**config.mk**
```make
export PLATFORM = sky130hd
export DESIGN_NAME = substring_match_counter_top_flat
export DESIGN_NICKNAME = d
export VERILOG_FILES = /design/src/smc_pkg.sv /design/src/smc_text_if.sv /design/src/smc_result_if.sv /design/src/substring_match_counter_top.sv /design/src/smc_cell.sv /design/src/flat_wrapper.sv
export SDC_FILE = /design/constraint.sdc
export NUM_CORES = 1
export LEC_CHECK = 0
export BUFFER_PORTS_ARGS = -buffer_cell sky130_fd_sc_hd__buf_4
export CORE_MARGIN = 2
export CORE_UTILIZATION = 40
export CTS_CLUSTER_SIZE = 20
export DETAILED_ROUTE_END_ITERATION = 16
export GPL_ROUTABILITY_DRIVEN = 0
export PLACE_DENSITY = 0.65
export SYNTH_ARGS = -nofsm -noshare
export SYNTH_HDL_FRONTEND = slang
export SYNTH_SLANG_ARGS = --single-unit
export TNS_END_PERCENT = 30
```
**constraint.sdc**
```tcl
create_clock -name clk -period 6.4 [get_ports clk]
set_input_delay 0 -clock clk [delete_from_list [all_inputs] [get_ports clk]]
set_output_delay 0 -clock clk [all_outputs]
set_load 0.1 [all_outputs]
```
**src/smc_pkg.sv**
```systemverilog
// Package for the substring match counter.
// Shared widths, defaults and register indexes; no dependencies.
`default_nettype none
package smc_pkg;
	localparam int BYTE_W           = 8;
	localparam int PAT_W            = 64;
	localparam int LEN_W            = 4;
	localparam int CNT_W            = 16;
	localparam int POS_OUT_W        = 16;
	localparam int CFG_IDX_W        = 1;
	localparam int MAX_PATTERN_DEF  = 8;
	localparam int POSITION_BITS_DEF = 16;

	localparam logic [CFG_IDX_W-1:0] REG_PATTERN     = 1'd0;
	localparam logic [CFG_IDX_W-1:0] REG_PATTERN_LEN = 1'd1;

	localparam logic [LEN_W-1:0] SINCE_NONE = 4'd8;
	localparam logic [CNT_W-1:0] CNT_MAX    = '1;
endpackage
`default_nettype wire

```
**src/smc_text_if.sv**
```systemverilog
// Input channel of the substring match counter: one text byte per request.
// Depends on smc_pkg.
`default_nettype none
interface smc_text_if;
	import smc_pkg::*;
	logic              valid;
	logic              ready;
	logic [BYTE_W-1:0] text_byte;
	logic              last_byte;

	modport source (output valid, text_byte, last_byte, input ready);
	modport sink   (input valid, text_byte, last_byte, output ready);
endinterface
`default_nettype wire

```
**src/smc_result_if.sv**
```systemverilog
// Result channel of the substring match counter: one result per text byte.
// Depends on smc_pkg.
`default_nettype none
interface smc_result_if;
	import smc_pkg::*;
	logic                 valid;
	logic                 ready;
	logic                 match_hit;
	logic [POS_OUT_W-1:0] match_start;
	logic [CNT_W-1:0]     match_count;
	logic                 first_found;
	logic [POS_OUT_W-1:0] first_index;
	logic [CNT_W-1:0]     token_count;
	logic                 done_res;
	logic                 too_long;

	modport source (output valid, match_hit, match_start, match_count, first_found,
		first_index, token_count, done_res, too_long, input ready);
	modport sink   (input valid, match_hit, match_start, match_count, first_found,
		first_index, token_count, done_res, too_long, output ready);
endinterface
`default_nettype wire

```
**src/substring_match_counter_top.sv**
```systemverilog
// Substring match counter: streaming leftmost non-overlapping pattern search.
// Path: a text request passes the window cells, then the result register.
// Throughput: one text byte per cycle while the result side is ready; the cell row compares all slots in parallel.
// Reset: window, match counters and position clear, the since counter goes to SINCE_NONE; pattern = 0, pattern_len = 1.
// Depends on smc_pkg, smc_text_if, smc_result_if, smc_cell.
`default_nettype none
module substring_match_counter_top #(
	parameter int MAX_PATTERN   = smc_pkg::MAX_PATTERN_DEF,
	parameter int POSITION_BITS = smc_pkg::POSITION_BITS_DEF
) (
	input  wire logic                         clk,
	input  wire logic                         arst_n,
	input  wire logic                         cfg_we,
	input  wire logic [smc_pkg::CFG_IDX_W-1:0] cfg_idx,
	input  wire logic [smc_pkg::PAT_W-1:0]    cfg_wdata,
	smc_text_if.sink                          text,
	smc_result_if.source                      result
);
	import smc_pkg::*;

	localparam logic [POSITION_BITS-1:0] POS_MAX = '1;

	// configuration
	logic [PAT_W-1:0] pattern_q;
	logic [LEN_W-1:0] pattern_len_q;
	logic [LEN_W-1:0] n;

	always_ff @(posedge clk or negedge arst_n) begin
		if (!arst_n) begin
			pattern_q     <= '0;
			pattern_len_q <= LEN_W'(1);
		end else if (cfg_we) begin
			unique case (cfg_idx)
				REG_PATTERN:     pattern_q     <= cfg_wdata;
				REG_PATTERN_LEN: pattern_len_q <= cfg_wdata[LEN_W-1:0];
				default:         ;
			endcase
		end
	end

	always_comb begin
		priority if (pattern_len_q == '0) begin
			n = LEN_W'(1);
		end else if (pattern_len_q > LEN_W'(MAX_PATTERN)) begin
			n = LEN_W'(MAX_PATTERN);
		end else begin
			n = pattern_len_q;
		end
	end

	// handshake
	logic v_s1, out_v_q;
	logic adv_s2, in_acc;

	assign adv_s2     = v_s1 && (!out_v_q || result.ready);
	assign text.ready = !v_s1 || adv_s2;
	assign in_acc     = text.valid && text.ready;

	// stage 1: cell row and position
	logic [BYTE_W-1:0]        win [MAX_PATTERN];
	logic [MAX_PATTERN-1:0]   ok;
	logic                     last_acc_q;
	logic [POSITION_BITS-1:0] pos_q;
	logic                     sat;
	logic [POSITION_BITS-1:0] idx_s1;
	logic                     sat_s1;
	logic                     last_s1;

	for (genvar j = 0; j < MAX_PATTERN; j++) begin : g_cell
		logic [BYTE_W-1:0] feed;
		if (j == 0) begin : g_head
			assign feed = text.text_byte;
		end else begin : g_body
			assign feed = last_acc_q ? '0 : win[j-1];
		end
		smc_cell #(.POS(j)) u_cell (
			.clk     (clk),
			.arst_n  (arst_n),
			.shift   (in_acc),
			.byte_in (feed),
			.pattern (pattern_q),
			.len     (n),
			.byte_q  (win[j]),
			.ok      (ok[j])
		);
	end

	assign sat = (pos_q == POS_MAX);

	always_ff @(posedge clk or negedge arst_n) begin
		if (!arst_n) begin
			v_s1       <= 1'b0;
			last_acc_q <= 1'b0;
			pos_q      <= '0;
		end else begin
			if (in_acc) begin
				v_s1       <= 1'b1;
				last_acc_q <= text.last_byte;
				if (text.last_byte) begin
					pos_q <= '0;
				end else if (!sat) begin
					pos_q <= pos_q + POSITION_BITS'(1);
				end
			end else if (adv_s2) begin
				v_s1 <= 1'b0;
			end
		end
	end

	always_ff @(posedge clk) begin
		if (in_acc) begin
			idx_s1  <= pos_q;
			sat_s1  <= sat;
			last_s1 <= text.last_byte;
		end
	end

	// stage 2: match decision, counters, result register
	logic [LEN_W-1:0]         since_q, since_inc, since_nx;
	logic [CNT_W-1:0]         total_q, total_nx, tokens;
	logic                     first_q, first_nx;
	logic [POSITION_BITS-1:0] first_pos_q, first_pos_nx;
	logic                     ovf_q, ovf_nx;
	logic [LEN_W-1:0]         nm1;
	logic                     long_enough, hit;
	logic [POSITION_BITS-1:0] start;

	always_comb begin
		nm1          = n - LEN_W'(1);
		since_inc    = (since_q < SINCE_NONE) ? since_q + LEN_W'(1) : since_q;
		long_enough  = sat_s1 || (idx_s1 >= POSITION_BITS'(nm1));
		hit          = long_enough && (since_inc >= n) && (&ok);
		start        = sat_s1 ? POS_MAX : idx_s1 - POSITION_BITS'(nm1);
		since_nx     = hit ? '0 : since_inc;
		total_nx     = (hit && total_q != CNT_MAX) ? total_q + CNT_W'(1) : total_q;
		first_nx     = first_q || hit;
		first_pos_nx = (hit && !first_q) ? start : first_pos_q;
		ovf_nx       = ovf_q || sat_s1;
		if (total_nx == '0) begin
			tokens = '0;
		end else if (total_nx == CNT_MAX) begin
			tokens = CNT_MAX;
		end else begin
			tokens = total_nx + CNT_W'(1);
		end
	end

	always_ff @(posedge clk or negedge arst_n) begin
		if (!arst_n) begin
			out_v_q     <= 1'b0;
			since_q     <= SINCE_NONE;
			total_q     <= '0;
			first_q     <= 1'b0;
			first_pos_q <= '0;
			ovf_q       <= 1'b0;
		end else begin
			if (adv_s2) begin
				out_v_q <= 1'b1;
			end else if (result.ready) begin
				out_v_q <= 1'b0;
			end
			if (adv_s2) begin
				if (last_s1) begin
					since_q     <= SINCE_NONE;
					total_q     <= '0;
					first_q     <= 1'b0;
					first_pos_q <= '0;
					ovf_q       <= 1'b0;
				end else begin
					since_q     <= since_nx;
					total_q     <= total_nx;
					first_q     <= first_nx;
					first_pos_q <= first_pos_nx;
					ovf_q       <= ovf_nx;
				end
			end
		end
	end

	logic                 hit_q, first_found_q, done_q, too_long_q;
	logic [POS_OUT_W-1:0] start_q, first_index_q;
	logic [CNT_W-1:0]     count_q, tokens_q;

	always_ff @(posedge clk) begin
		if (adv_s2) begin
			hit_q         <= hit;
			start_q       <= hit ? POS_OUT_W'(start) : '0;
			count_q       <= total_nx;
			first_found_q <= first_nx;
			first_index_q <= first_nx ? POS_OUT_W'(first_pos_nx) : '0;
			tokens_q      <= tokens;
			done_q        <= last_s1;
			too_long_q    <= ovf_nx;
		end
	end

	assign result.valid       = out_v_q;
	assign result.match_hit   = hit_q;
	assign result.match_start = start_q;
	assign result.match_count = count_q;
	assign result.first_found = first_found_q;
	assign result.first_index = first_index_q;
	assign result.token_count = tokens_q;
	assign result.done_res    = done_q;
	assign result.too_long    = too_long_q;
endmodule
`default_nettype wire

```
**src/smc_cell.sv**
```systemverilog
// One window cell: holds one text byte, passes it on, compares it with the
// pattern byte that lines up with its slot. Depends on smc_pkg.
`default_nettype none
module smc_cell #(
	parameter int POS = 0
) (
	input  wire logic                       clk,
	input  wire logic                       arst_n,
	input  wire logic                       shift,
	input  wire logic [smc_pkg::BYTE_W-1:0] byte_in,
	input  wire logic [smc_pkg::PAT_W-1:0]  pattern,
	input  wire logic [smc_pkg::LEN_W-1:0]  len,
	output logic      [smc_pkg::BYTE_W-1:0] byte_q,
	output logic                            ok
);
	import smc_pkg::*;

	logic [LEN_W-1:0]  sel;
	logic [BYTE_W-1:0] want;
	logic              active;

	always_ff @(posedge clk or negedge arst_n) begin
		if (!arst_n) begin
			byte_q <= '0;
		end else if (shift) begin
			byte_q <= byte_in;
		end
	end

	// slot POS of the window meets pattern byte len-1-POS
	assign sel    = len - LEN_W'(POS) - LEN_W'(1);
	assign want   = pattern[{sel[2:0], 3'b000} +: BYTE_W];
	assign active = len > LEN_W'(POS);
	assign ok     = !active || (byte_q == want);
endmodule
`default_nettype wire
```
**src/flat_wrapper.sv**
```systemverilog
// flat-port wrapper written by rule: the top's interface ports become plain ports
module substring_match_counter_top_flat import smc_pkg::*;
#(
	parameter int MAX_PATTERN   = smc_pkg::MAX_PATTERN_DEF,
	parameter int POSITION_BITS = smc_pkg::POSITION_BITS_DEF
)
  (clk, arst_n, cfg_we, cfg_idx, cfg_wdata, text_valid, text_text_byte, text_last_byte, text_ready, result_valid, result_match_hit, result_match_start, result_match_count, result_first_found, result_first_index, result_token_count, result_done_res, result_too_long, result_ready);
  smc_text_if text_i ();
  smc_result_if result_i ();
  input  wire logic clk;
  input  wire logic arst_n;
  input  wire logic cfg_we;
  input  wire logic [smc_pkg::CFG_IDX_W-1:0] cfg_idx;
  input  wire logic [smc_pkg::PAT_W-1:0] cfg_wdata;
  input wire logic [$bits(text_i.valid)-1:0] text_valid;
  input wire logic [$bits(text_i.text_byte)-1:0] text_text_byte;
  input wire logic [$bits(text_i.last_byte)-1:0] text_last_byte;
  output wire logic [$bits(text_i.ready)-1:0] text_ready;
  output wire logic [$bits(result_i.valid)-1:0] result_valid;
  output wire logic [$bits(result_i.match_hit)-1:0] result_match_hit;
  output wire logic [$bits(result_i.match_start)-1:0] result_match_start;
  output wire logic [$bits(result_i.match_count)-1:0] result_match_count;
  output wire logic [$bits(result_i.first_found)-1:0] result_first_found;
  output wire logic [$bits(result_i.first_index)-1:0] result_first_index;
  output wire logic [$bits(result_i.token_count)-1:0] result_token_count;
  output wire logic [$bits(result_i.done_res)-1:0] result_done_res;
  output wire logic [$bits(result_i.too_long)-1:0] result_too_long;
  input wire logic [$bits(result_i.ready)-1:0] result_ready;
  assign text_i.valid = text_valid;
  assign text_i.text_byte = text_text_byte;
  assign text_i.last_byte = text_last_byte;
  assign text_ready = text_i.ready;
  assign result_valid = result_i.valid;
  assign result_match_hit = result_i.match_hit;
  assign result_match_start = result_i.match_start;
  assign result_match_count = result_i.match_count;
  assign result_first_found = result_i.first_found;
  assign result_first_index = result_i.first_index;
  assign result_token_count = result_i.token_count;
  assign result_done_res = result_i.done_res;
  assign result_too_long = result_i.too_long;
  assign result_i.ready = result_ready;
  substring_match_counter_top #(.MAX_PATTERN(MAX_PATTERN), .POSITION_BITS(POSITION_BITS)) u_core (.clk(clk), .arst_n(arst_n), .cfg_we(cfg_we), .cfg_idx(cfg_idx), .cfg_wdata(cfg_wdata), .text(text_i), .result(result_i));
endmodule
```
# == Yosys cells after proc, flatten, opt, wreduce, memory -nomap -nowiden ==
# Cells that the tools add are included.
# Widths: inputs -> output; s select.
# totals
regBits,275
latch_bits,0
mem_bits_rw,0
romBits,0
in_bits,79
output_inout_bits,70
word_cells,146
mem_count,0
# classes
n_addsub,19
n_mul,0
n_div,0
magnitude_cmp,12
n_eq_ne,12
n_shift,8
mux,26
n_bitwise,1
reduce_logical,38
# op_table
op,n
$shiftx 64x7->8,8
$mux 16,8
$eq 8x8->1,8
$mux 8,7
$add 16x1->16 const B,3
$eq 16x16->1 const B,2
$sub 3x1->3 const B,7
$mux 4,5
$ge 16x4->1,1
$gt 4x3->1 const B,4
$logic_not 16->1,1
$ne 16x16->1 const B,1
$sub 16x4->16,1
$logic_or 1x1->1,13
$sub 3x3->3 const B,4
$logic_not 1->1,11
$gt 4x1->1 const B,2
$gt 4x2->1 const B,2
$reduce_and 8->1,1
$logic_and 1x1->1,6
$mux 1,6
$reduce_and 2->1,3
$sub 3x2->3 const B,2
$add 4x1->4 const B,1
other kinds (8),9

# == Logic depth before layout (Yosys ltp) ==
# depth
word_depth,14
depth_mapped,26
ltp_nobuf,21

# == Hierarchy ==
# From an unflattened synthesis, not the netlist that was laid out.
# unflattened
cells_unflattened,1444
area_unflattened_um2,17563.1
# by_module_without_submodules
module,n_inst,cells_per_inst,area_per_inst_um2,seq_area_each_um2
substring_match_counter_top,1,868,9938.3,5713.0
smc_cell at u_core.g_cell[2].u_cell,1,69,993.5,200.2
smc_cell at u_core.g_cell[0].u_cell,1,70,992.2,200.2
smc_cell at u_core.g_cell[3].u_cell,1,82,978.4,200.2
smc_cell at u_core.g_cell[6].u_cell,1,65,964.7,200.2
smc_cell at u_core.g_cell[4].u_cell,1,66,950.9,200.2
smc_cell at u_core.g_cell[5].u_cell,1,79,944.7,200.2
smc_cell at u_core.g_cell[1].u_cell,1,76,905.9,200.2
smc_cell at u_core.g_cell[7].u_cell,1,69,894.6,200.2

# == Worst setup path before layout ==
# No wires, ideal clock.
# synth_path
path_type,reg2reg
startpoint,register u_core.pattern_len_q[2]
endpoint,"register u_core.tokens_q[1], in the netlist u_core.result.token_count[1] (data pin)"
setup_time_ns,0.159
arrival_ns,5.509
required_ns,6.241
setup_slack_ns,0.733
stages_incl_launch_ff,23
path_buffers,9
synth_period_minus_slack_ns,5.667
path_cell_list,dfrtp_1 -> buf_2 -> nor2b_1 -> buf_2 -> buf_2 -> ha_1 -> clkbuf_1 -> clkbuf_1 -> or4_4 -> a2111oi_4 -> o21ai_2 -> o41ai_4 -> buf_6 -> buf_4 -> nand4_2 -> xnor2_1 -> ha_1 -> inv_1 -> nand4bb_1 -> buf_2 -> or4_4 -> buf_6 -> a22oi_1
# synth_via
elab_chain_cells,14
word_cells_on_any_way,70
classes_between,15 x add/sub; 11 x order compare; 9 x eq/ne; 8 x shift; 4 x mux; 23 x reduce/logical
# synth_lines
item,line_no,source
"start, declared",substring_match_counter_top.sv:25,logic [LEN_W-1:0] pattern_len_q;
"start signal, assigned",substring_match_counter_top.sv:35,REG_PATTERN_LEN: pattern_len_q <= cfg_wdata[LEN_W-1:0];
$gt 4x4->1,substring_match_counter_top.sv:44,end else if (pattern_len_q > LEN_W'(MAX_PATTERN)) begin
$mux 4,substring_match_counter_top.sv:44,
$mux 4 *,substring_match_counter_top.sv:42,priority if (pattern_len_q == '0) begin
$sub 4x1->4 (tied with other cells),substring_match_counter_top.sv:129,nm1 = n - LEN_W'(1);
$sub 3x1->3,smc_cell.sv:31,assign sel = len - LEN_W'(POS) - LEN_W'(1);
$shiftx 64x7->8,smc_cell.sv:32,"assign want = pattern[{sel[2:0], 3'b000} +: BYTE_W];"
$eq 8x8->1,smc_cell.sv:34,assign ok = !active || (byte_q == want);
$logic_or 1x1->1,smc_cell.sv:34,
$reduce_and 8->1,substring_match_counter_top.sv:132,hit = long_enough && (since_inc >= n) && (&ok);
$logic_and 1x1->1 *,substring_match_counter_top.sv:132,
$logic_and 1x1->1 *,substring_match_counter_top.sv:135,total_nx = (hit && total_q != CNT_MAX) ? total_q + CNT_W'(1) : total_q;
$mux 16 *,substring_match_counter_top.sv:135,
named net u_core.total_nx[0],substring_match_counter_top.sv:120,"logic [CNT_W-1:0] total_q, total_nx, tokens;"
$add 16x1->16 / $eq 16x16->1 (equally long branches),"substring_match_counter_top.sv:144, substring_match_counter_top.sv:141",
$mux 16,substring_match_counter_top.sv:141,end else if (total_nx == CNT_MAX) begin
"end signal, assigned",substring_match_counter_top.sv:191,tokens_q <= tokens;
"end, declared",substring_match_counter_top.sv:182,"logic [CNT_W-1:0] count_q, tokens_q;"
# Mark *: on every way through the listed nets, which the timed path passes. The rest lies on a longest branch.
# A chain may end at the register's enable or synchronous reset.

# == Worst setup path after layout ==
# layout_path
startpoint,register u_core.pattern_len_q[0]
endpoint,"register u_core.tokens_q[0], in the netlist u_core.result.token_count[0] (data pin)"
# layout_via
elab_chain_cells,14
word_cells_on_any_way,70
classes_between,15 x add/sub; 11 x order compare; 9 x eq/ne; 8 x shift; 4 x mux; 23 x reduce/logical
# layout_lines
item,line_no
$gt 4x4->1,substring_match_counter_top.sv:44
$mux 4,substring_match_counter_top.sv:44
$mux 4 *,substring_match_counter_top.sv:42
$sub 4x1->4 (tied with other cells),substring_match_counter_top.sv:129
$sub 3x1->3,smc_cell.sv:31
$shiftx 64x7->8,smc_cell.sv:32
$eq 8x8->1,smc_cell.sv:34
$logic_or 1x1->1,smc_cell.sv:34
$reduce_and 8->1,substring_match_counter_top.sv:132
$logic_and 1x1->1 *,substring_match_counter_top.sv:132
$logic_and 1x1->1 *,substring_match_counter_top.sv:135
$mux 16 *,substring_match_counter_top.sv:135
named net u_core.total_nx[1],substring_match_counter_top.sv:120
$eq 16x16->1,substring_match_counter_top.sv:141
$mux 16,substring_match_counter_top.sv:141
# Marked as above.

==> impl_metrics.env <==
export IMPL_ir_worst_vdd_mv=0.235
export IMPL_drc_errors=0
export IMPL_grt_max_degree=121
export IMPL_synth_top_family_by_area="simple AND/OR/NAND/NOR gates"
export IMPL_ios=149
export IMPL_tns_ns=0
export IMPL_nets=2052
export IMPL_cts_sinks=275
export IMPL_vias_per_cell=6.05
export IMPL_hold_viol=0
export IMPL_ff_latch_area_um2=7320
export IMPL_die_area_um2=44600
export IMPL_multiInputGateArea_um2=9060
export IMPL_dr_pass1_iters=6
export IMPL_cts_root_buf="clkbuf_16"
export IMPL_synthFlopType="dfrtp_1"
export IMPL_start_util_pct=40.8
export IMPL_clk_latency_ns=0.60
export IMPL_synth_xor_area_share_pct=5.06
export IMPL_timing_rr_start="u_core.pattern_len_q[0]$_DFFE_PN1P_"
export IMPL_reg2reg_slack_ns=0.35
export IMPL_clockBufferDepth=3
export IMPL_p_leak_nw=8.44
export IMPL_drt_total_wl_um=52800
export IMPL_synth_area_leaders="dfrtp_1 27%, edfxtp_1 15%, mux2_2 4.9%"
export IMPL_required_ns=6.82
export IMPL_cts_made_buffers=31
export IMPL_grt_overflow_total=0
export IMPL_yosys_top_cells_count="199 x nand2_1, 187 x dfrtp_1, 131 x o21ai_0"
export IMPL_syn_area_um2=17200
export IMPL_switchingPower_mw=2.22
export IMPL_rows=75
export IMPL_finalInstanceArea_um2=20600
export IMPL_power_mw=6.04
export IMPL_synth_nets=1876
export IMPL_grt_pass1_vias=14600
export IMPL_combPwrFrac_pct=31.6
export IMPL_synth_edf_count=86
export IMPL_yosys_warnings=0
export IMPL_syn_inst=1780
export IMPL_nFillCells=3902
export IMPL_stdcell_count=2520
export IMPL_muxShareOfSynthArea_pct=9.29
export IMPL_ys_seq_area_share_pct=42.6
export IMPL_ys_types=106
export IMPL_die_x_um=211
export IMPL_grt_antenna_before_repair=1
export IMPL_hold_path_class="in -> reg"
export IMPL_power_density_nw_per_um2=294
export IMPL_final_max_slew_viol_count=0
export IMPL_worst_slew_pin_slew_ns=1.18
export IMPL_status="finished clean"
export IMPL_whs_endpoint="u_core.g_cell[0].u_cell.byte_q[5]$_DFFE_PN0P_"
export IMPL_power_share_switching_pct=36.8
export IMPL_setup_viol=0
export IMPL_dr_total_vias=15200
export IMPL_clkSlewWorstSetupHoldPaths_ns=0.06
export IMPL_timing_worst_setup_path_type="reg -> reg"
export IMPL_synth_most_common_cell="nand2_1"
export IMPL_met3_usage_pct=3.87
export IMPL_grtUsageMet2_pct=38.1
export IMPL_clkPwrFrac_pct=30.7
export IMPL_relSlewSlack_pct=20.6
export IMPL_drive_gt1_share_pct=18.8
export IMPL_grt_pass1_wl_um=82800
export IMPL_hpwl_um=37000
export IMPL_synth_compound_area_share_pct=17.7
export IMPL_fin_crit_sh_pct=94.5
export IMPL_cp_end_kind="register"
export IMPL_diodes=0
export IMPL_p_int_mw=3.82
export IMPL_fin_crit_ns=6.05
export IMPL_worst_clock_skew_ns=0.0166
export IMPL_syn_to_final_growth_pct=19.8
export IMPL_synth_simple_area_share_pct=19.2
export IMPL_dpl_cell_area_um2=18700
export IMPL_min_delay_start="text_text_byte[5]"
export IMPL_r2r_end="u_core.result.token_count[0]$_SDFFCE_PN0P_"
export IMPL_synth_avg_cell_area_um2=9.65
export IMPL_chipHeight_um=211
export IMPL_yosys_area_top_type="dfrtp_1"
export IMPL_yosysTopAreaCellShare_pct=27.2
export IMPL_worstPathArrival_ns=6.47
export IMPL_drv_cap=0
export IMPL_ant_nets=0
export IMPL_critPathMaxFanout=31
export IMPL_synth_async_reset_ratio_pct=68.7
export IMPL_crit_path_start_kind="register"
export IMPL_busiest_layer="met2"
export IMPL_htreeDepth=1
export IMPL_place_inst=2381
export IMPL_synth_seq_cells=275
export IMPL_synthAdderAreaFrac_pct=1.28
export IMPL_min_path_cells=4
export IMPL_port_buffers=148
export IMPL_wl_per_cell_um=21.0
export IMPL_rsz0062_at_grt="no"
export IMPL_grt_total_usage_pct=23.6
export IMPL_core_area_um2=42100
export IMPL_rr_worst_depth=18
export IMPL_drt_iter0_drc=1670
export IMPL_power_frac_seq_pct=37.7
export IMPL_cts_tree="done"
export IMPL_clock_fmax_mhz=165
export IMPL_use_met1_pct=31.0
[per-stage QoR]
step	utilization (%)	hold slack [ns]	setup slack, ns
6_report	48.8	0.146	0.351
5_1_grt	48.8	0.148	0.0244
4_1_cts	48.8	0.128	0.385
3_5_place_dp	44.3	-0.0436	0.459
3_3_place_gp	44.3	-0.0488	0.590
2_1_floorplan	-	-0.296	0.733
[power groups by stage]
| stage | registers [mW] | logic, mW | clock network, mW |
|---|---|---|---|
| finish | 2.28 | 1.91 | 1.86 |
| global route | 2.29 | 2.03 | 1.97 |
| CTS | 2.26 | 1.86 | 1.90 |
| detailed placement | 2.30 | 1.81 | 0 |
| global placement | 2.29 | 1.79 | 0 |
| floorplan | 2.35 | 1.18 | 0 |
[final cells by class]
class | instances | area share (%)
Inverter | 48 | 0.875
Clock buffer | 40 | 4.13
Tap cell | 539 | 3.28
Sequential cell | 275 | 35.6
Multi-Input combinational cell | 1331 | 44.0
Timing Repair Buffer | 269 | 11.1
Clock inverter | 18 | 1.05
[critical path, stage by stage (launching register included)]
cell and delay (ns):
dfstp_4 0.82, buf_4 0.28, or3b_1 0.18, buf_4 0.26
a21oi_1 0.12, or4_1 0.53, and3_1 0.19, a211oi_1 0.48
a41oi_1 0.32, nor4_1 0.34, buf_4 0.18, nand4_2 0.24
mux2i_1 0.24, inv_1 0.10, ha_1 0.27, inv_1 0.05
nand4bb_1 0.34, or4_4 0.69, a22oi_1 0.23
[cells in the final DEF, fill, tap and decap left out, types with 51 or more instances in the layout]
| master | instances |
|---|---|
| o21ai_0 | 131 |
| a21oi_1 | 51 |
| nand2_1 | 198 |
| edfxtp_1 | 86 |
| nand2b_1 | 80 |
| dlygate4sd3_1 | 80 |
| mux2_2 | 74 |
| nor2_1 | 124 |
| dfrtp_1 | 185 |
| buf_4 | 183 |
[kinds of logic (layout without fill, tap and decap cells)]
kind of cell,count (synthesis),after routing
buf+inv,174,375
simple gates,641,641
xor+xnor,97,97
mux,136,136
flops,275,275
compound gates,440,440
fa+ha+maj,17,17
[what timing repair did]
item | CTS | global route
resized for setup | 0 | 6
endpoints found under the setup margin | 0 | 10
hold buffers | 81 | 0
buffers inserted | 0 | 0
endpoints found under the hold margin | 156 | 0
[registers in the layout, summed over array words and instances, names as in the netlist, 4 cells and up]
register,cells
u_core.g_cell.u_cell.byte_q,64
u_core.first_pos_q,16
u_core.result.match_count,16
u_core.total_q,16
u_core.result.first_index,16
u_core.pos_q,16
u_core.result.token_count,16
u_core.idx_s1,16
u_core.result.match_start,16
u_core.since_q,4
u_core.pattern_len_q,4
u_core.pattern_q,64
[metal layers]
metal / share of wire, % / vias to the layer above
met5: 0 / -
met4: 5.3 / 0
met3: 8.7 / 193
met2: 46 / 790
met1: 40 / 7324
li1: - / 6934
[worst max path at each step]
stage,from,to,cells past startpoint
floorplan,u_core.pattern_len_q[2]$_DFFE_PN0P_,u_core.result.token_count[1]$_SDFFCE_PN0P_,22
global placement,u_core.pattern_len_q[0]$_DFFE_PN1P_,u_core.result.token_count[0]$_SDFFCE_PN0P_,17
detailed placement,u_core.pattern_len_q[0]$_DFFE_PN1P_,u_core.result.token_count[2]$_SDFFCE_PN0P_,17
CTS,u_core.pattern_len_q[0]$_DFFE_PN1P_,u_core.result.token_count[0]$_SDFFCE_PN0P_,17
global route,u_core.pattern_len_q[0]$_DFFE_PN1P_,u_core.result.token_count[1]$_SDFFCE_PN0P_,17
finish,u_core.pattern_len_q[0]$_DFFE_PN1P_,u_core.result.token_count[0]$_SDFFCE_PN0P_,18
No activity file was read; power rests on OpenSTA's default activity.
